[config.mk]
export PLATFORM = sky130hd
export DESIGN_NAME = opl_ctrl
export DESIGN_NICKNAME = d
export VERILOG_FILES = /design/src/design/opl_pkg.sv /design/src/design/opl_ctrl.sv
export VERILOG_INCLUDE_DIRS = /design/src /design/src/design
export SDC_FILE = /design/constraint.sdc
export NUM_CORES = 1
export LEC_CHECK = 0
export BUFFER_PORTS_ARGS = -buffer_cell sky130_fd_sc_hd__buf_2
export CAP_MARGIN = 20
export CORE_AREA = 2 2 39 41
export DETAILED_ROUTE_END_ITERATION = 10
export DIE_AREA = 0 0 41 43
export HOLD_SLACK_MARGIN = 0.02
export SLEW_MARGIN = 10
export SYNTH_ARGS = -nofsm -noshare
export SYNTH_HDL_FRONTEND = slang
export SYNTH_SLANG_ARGS = --single-unit
[constraint.sdc]
create_clock -name clk -period 1.05 [get_ports clk]
set_clock_uncertainty 0.2 [all_clocks]
set_input_delay 0.0525 -clock clk [delete_from_list [all_inputs] [get_ports clk]]
set_output_delay 0.0525 -clock clk [all_outputs]
set_load 0.01 [all_outputs]
[src/design/octree_point_locate_core_defines.svh]
// Assertion macros shared by the octree point locate RTL.
// Included by modules that check their own control and datapath behavior.
`ifndef OCTREE_POINT_LOCATE_CORE_DEFINES_SVH
`define OCTREE_POINT_LOCATE_CORE_DEFINES_SVH
`ifndef SYNTHESIS
// Check that cons holds in the same cycle as ante
`define OPL_ASSERT_IMP(label, clk, rst_n, ante, cons, msg) \
    label: assert property (@(posedge clk) disable iff (!rst_n) (ante) |-> (cons)) \
        else $error(msg);
// Check that cons holds in the cycle after ante
`define OPL_ASSERT_NEXT(label, clk, rst_n, ante, cons, msg) \
    label: assert property (@(posedge clk) disable iff (!rst_n) (ante) |=> (cons)) \
        else $error(msg);
`else
`define OPL_ASSERT_IMP(label, clk, rst_n, ante, cons, msg)
`define OPL_ASSERT_NEXT(label, clk, rst_n, ante, cons, msg)
`endif
`endif

[src/design/opl_pkg.sv]
// Package for the octree point locate core: constants, item and control types.
// No dependencies; used by every module of the block but opl_ram.
`default_nettype none

package opl_pkg;

    localparam int NODE_COUNT  = 4096;
    localparam int NODE_IDX_W  = $clog2(NODE_COUNT);
    localparam int WORD_W      = 32;
    localparam int LEAF_BIT    = 31;
    localparam int COORD_BITS  = 16;
    localparam int DEPTH_W     = 5;
    localparam int APB_ADDR_W  = 3;
    localparam int APB_DATA_W  = 32;

    localparam logic [DEPTH_W-1:0] DEPTH_LIMIT_RST = DEPTH_W'(16);
    localparam logic [DEPTH_W-1:0] DEPTH_MAX       = DEPTH_W'(COORD_BITS);

    // Item modes
    localparam logic MODE_WRITE  = 1'b0;
    localparam logic MODE_LOCATE = 1'b1;

    // Register word index
    localparam logic REG_DEPTH_LIMIT = 1'b0;

    typedef struct packed {
        logic                  mode;
        logic [11:0]           node_addr;
        logic [WORD_W-1:0]     node_word;
        logic [COORD_BITS-1:0] point_x;
        logic [COORD_BITS-1:0] point_y;
        logic [COORD_BITS-1:0] point_z;
    } in_item_t;

    typedef struct packed {
        logic [11:0]           leaf_index;
        logic [WORD_W-1:0]     leaf_word;
        logic [COORD_BITS-1:0] corner_x;
        logic [COORD_BITS-1:0] corner_y;
        logic [COORD_BITS-1:0] corner_z;
        logic [DEPTH_W-1:0]    cell_depth;
        logic                  depth_error;
    } out_item_t;

    typedef struct packed {
        logic wr;
        logic start;
        logic step;
        logic finish;
    } cmd_t;

    typedef struct packed {
        logic stop;
    } stat_t;

endpackage

`default_nettype wire

[src/design/opl_ctrl.sv]
// Controller for the octree point locate core: item sequencing and output valid.
// Depends on opl_pkg and the assertion macro header.
`default_nettype none
`include "octree_point_locate_core_defines.svh"

module opl_ctrl (
    input  wire logic    clk,
    input  wire logic    rst_n,
    input  wire logic    in_valid,
    input  wire logic    in_mode,
    output logic         in_stall,
    output logic         out_valid,
    input  wire logic    out_stall,
    output opl_pkg::cmd_t cmd,
    input  wire opl_pkg::stat_t stat
);

    import opl_pkg::*;

    localparam logic ST_IDLE = 1'b0;
    localparam logic ST_WALK = 1'b1;

    logic state_reg;
    logic state_next;
    logic out_valid_reg;
    logic out_valid_next;
    logic accept;
    logic out_free;

    assign in_stall  = (state_reg != ST_IDLE);
    assign accept    = in_valid && !in_stall;
    assign out_free  = !out_valid_reg || !out_stall;
    assign out_valid = out_valid_reg;

    // Decode commands and next state
    always_comb
    begin
        cmd            = '0;
        state_next     = state_reg;
        out_valid_next = out_valid_reg && out_stall;
        case (state_reg)
            ST_IDLE:
            begin
                if (accept)
                begin
                    if (in_mode == MODE_WRITE)
                    begin
                        cmd.wr = 1'b1;
                    end
                    else
                    begin
                        cmd.start  = 1'b1;
                        state_next = ST_WALK;
                    end
                end
            end
            ST_WALK:
            begin
                if (stat.stop)
                begin
                    if (out_free)
                    begin
                        cmd.finish     = 1'b1;
                        out_valid_next = 1'b1;
                        state_next     = ST_IDLE;
                    end
                end
                else
                begin
                    cmd.step = 1'b1;
                end
            end
            default:
            begin
                state_next = ST_IDLE;
            end
        endcase
    end

    // Advance state
    always_ff @(posedge clk or negedge rst_n)
    begin
        if (!rst_n)
        begin
            state_reg     <= ST_IDLE;
            out_valid_reg <= 1'b0;
        end
        else
        begin
            state_reg     <= state_next;
            out_valid_reg <= out_valid_next;
        end
    end

    `OPL_ASSERT_NEXT(a_finish_shows_result, clk, rst_n, cmd.finish, out_valid_reg, "finish without result")
    `OPL_ASSERT_NEXT(a_start_enters_walk, clk, rst_n, cmd.start, state_reg == ST_WALK, "start lost")
    `OPL_ASSERT_NEXT(a_blocked_result_holds, clk, rst_n, state_reg == ST_WALK && stat.stop && !out_free, state_reg == ST_WALK, "result dropped")

endmodule

`default_nettype wire

==> qor.txt <==
slew margin rel. -> 90.7%
initial core utilization -> 7.41%
final setup vio count -> 5
Clk pwr share -> 36.7%
setup TNS -> -0.524 ns
via count -> 145
largest area contributor in the netlist -> dfrtp_1
Max clock buf depth -> 2
Max Freq -> 829 MHz
Seq pwr share -> 30.7%
initial drt markers -> 0
failing checks -> negative hold slack, negative setup slack
routing usage on met3 -> 4.71%
Overall Global Routing Usage -> 4.92%
CP endpoint kind -> output port
largest net degree at the start of global routing -> 8
DIE HEIGHT -> 43 µm
vias in the first global route -> 144
Worst-Skew Late Latency -> 0.22 ns
Routability Congestion -> 0.478
wire per inst -> 7.89 µm
fraction of layout cells with a size suffix above 1 -> 62.1%
Syn-to-layout area delta -> 133%
Mapped Nets -> 18
root buffer cell -> clkbuf_4
setup ws final -> -0.156 ns
DR vias/cell -> 3.22
Final ANT Viol Nets -> 0
number of enable flip-flop cells after synthesis -> 0
Synth top area share -> 48.8%
outcome -> finished with violations
Compound-Gate Fraction of Synth Area -> 19.5%
Die W -> 41 µm
Primary FF master, synth -> dfrtp_1
Post-Synthesis Cells -> 12
fin crit period -> 1.21 ns
cell internal pwr -> 0.000308 W
critical path class -> register to output port
Switching Share -> 33.7%
ant diodes -> 0
ratio of final minimum period to clock period -> 115%
Net count, final -> 37
synthesized flop and latch total -> 2
clock sink count -> 2
WP data arrival -> 0.95 ns
I/O Pins -> 12
adder-cell share of the synthesized area -> 0%
hold_ws -> -0.133 ns
worst slew pin tran -> 0.140 ns
CP peak stage delay -> 0.44 ns
crit path max fanout -> 7
Fin. Hold Viols -> 2
GRT met1 Usage -> 3.55%
Post-Place Setup Slack -> 0.0260 ns
number of distinct library cells after synthesis -> 8
count leader, synth -> nand2_1
xor-xnor portion of the synthesized cell area -> 0%
Synth warnings -> 0
Psw -> 0.000157 W
Hold Crit Class -> input pin to register
WL final -> 355 µm
grt total ovfl -> 0
CTS clk-pin slew, worst paths -> 0.03 ns
critical path startpoint category -> register
setup bufs post-CTS -> 0
main combinational cell family by area after synthesis -> simple AND/OR/NAND/NOR gates
initial antenna violation count -> 0
Slew Limit Fails -> 0
logic gate share of total power -> 32.6%
cell breakdown of the critical path -> nor3b_2, buf_2
largest cells by area after synthesis -> dfrtp_1 49%, nand2_1 15%, a21oi_2 8.5%, nor3b_1 7.3%, a31oi_1 6.1%
H-tree Lvls -> 1
Post-Syn Area -> 103 µm²
I/O Buffers -> 11
simple-gate portion of the synthesized area -> 31.7%
met2 usage in global routing -> 6.25%
first-pass GRT wire length -> 476 µm
drt first pass iters -> 1
P per Cell Area -> 1940 mW/mm²
P_leak -> 0.120 nW
Async S/R FF share, synth -> 100%
Mean Syn Cell Area -> 8.55 µm²
top post-synthesis cells by count -> 4 x nand2_1, 2 x dfrtp_1
sequential area share after synthesis -> 48.8%
RSZ-0062 raised after global routing -> yes
num rows -> 14
core region area -> 0.00138 mm²
total CTS buffers -> 3
TritonCTS clock tree -> yes
GRT Max-Usage Layer -> met2
Slowest-stage cell, CP -> dfrtp_2
DRC -> 0
Worst VDD drop -> 442 µV
mux share of post-synthesis cell area -> 0%
Worst EP required -> 0.80 ns
MaxCap Viol Count -> 0
die footprint -> 0.00176 mm²
[worst max-delay path: cells and delay by family, from the launching register on]
family | cells | cell delay, ns
flops | 1 | 0.44
simple gates | 1 | 0.15
buf+inv | 1 | 0.14
[repair_timing]
action                                 4_1_cts  5_1_grt
resized for setup                            2        0
hold buffers                                 3        1
pin swaps                                    2        1
setup endpoints to repair                    5        6
endpoints found under the hold margin        4        4
[power by group through the flow]
stage	logic, W	registers (W)	clock network, W
2_1_floorplan	0.0000607	0.000147	0
3_3_place_gp	0.000144	0.000134	0
3_5_place_dp	0.000143	0.000137	0
4_1_cts	0.000153	0.000142	0.000184
5_1_grt	0.000177	0.000148	0.000190
6_report	0.000151	0.000143	0.000170
[layer usage]
layer / routed length, µm / part of all wire (%) / up-vias
met3: 57 / 16 / 0
met2: 148 / 42 / 12
li1: - / - / 76
met5: 0 / 0 / -
met1: 149 / 42 / 57
met4: 0 / 0 / 0
[final timing paths]
| kind | to | slack [ns] | cells past startpoint | startpoint |
|---|---|---|---|---|
| setup / recovery | cmd[3] | -0.16 | 2 | in_stall |
| hold / removal | in_stall | -0.13 | 2 | stat |
| setup reg to reg | in_stall | 0.10 | 2 | in_stall |
| hold reg to reg | out_valid | 0.33 | 2 | out_valid |
| max in group asynchronous | in_stall | 0.06 | 3 | rst_n |
| min in group asynchronous | out_valid | 0.48 | 3 | rst_n |
[through the flow]
stage / utilization [%] / instance area [µm²] / hold WS, ns / total power (W) / cells
2_1_floorplan: - / 108 / -0.443 / 0.000208 / 12
3_3_place_gp: 13.2 / 183 / -0.361 / 0.000278 / 39
3_5_place_dp: 13.2 / 183 / -0.356 / 0.000280 / 39
6_report: 17.3 / 239 / -0.133 / 0.000464 / 45
4_1_cts: 17.3 / 239 / -0.143 / 0.000479 / 45
5_1_grt: 17.3 / 239 / -0.125 / 0.000514 / 45
[cells in the final DEF (no fill, tap or decap), drive strengths merged]
cell         count
buf             11
nand2            4
clkbuf           3
dlygate4sd3      3
a21oi            2
dfrtp            2
nor2             1
a31oi            1
nor3b            1
nor2b            1
[area by class of cell]
| class | count | area, µm² |
|---|---|---|
| Fill cell | 166 | 1140 |
| Timing Repair Buffer | 14 | 85.1 |
| Multi-Input combinational cell | 10 | 60.1 |
| Sequential cell | 2 | 51.3 |
| Clock buffer | 3 | 22.5 |
| Tap cell | 16 | 20.0 |
[logic make-up after synthesis]
group              Yosys count
DFF                          2
and+or+nand+nor              7
AOI/OAI and AO/OA            3
Power figures use the tool's default switching activity.
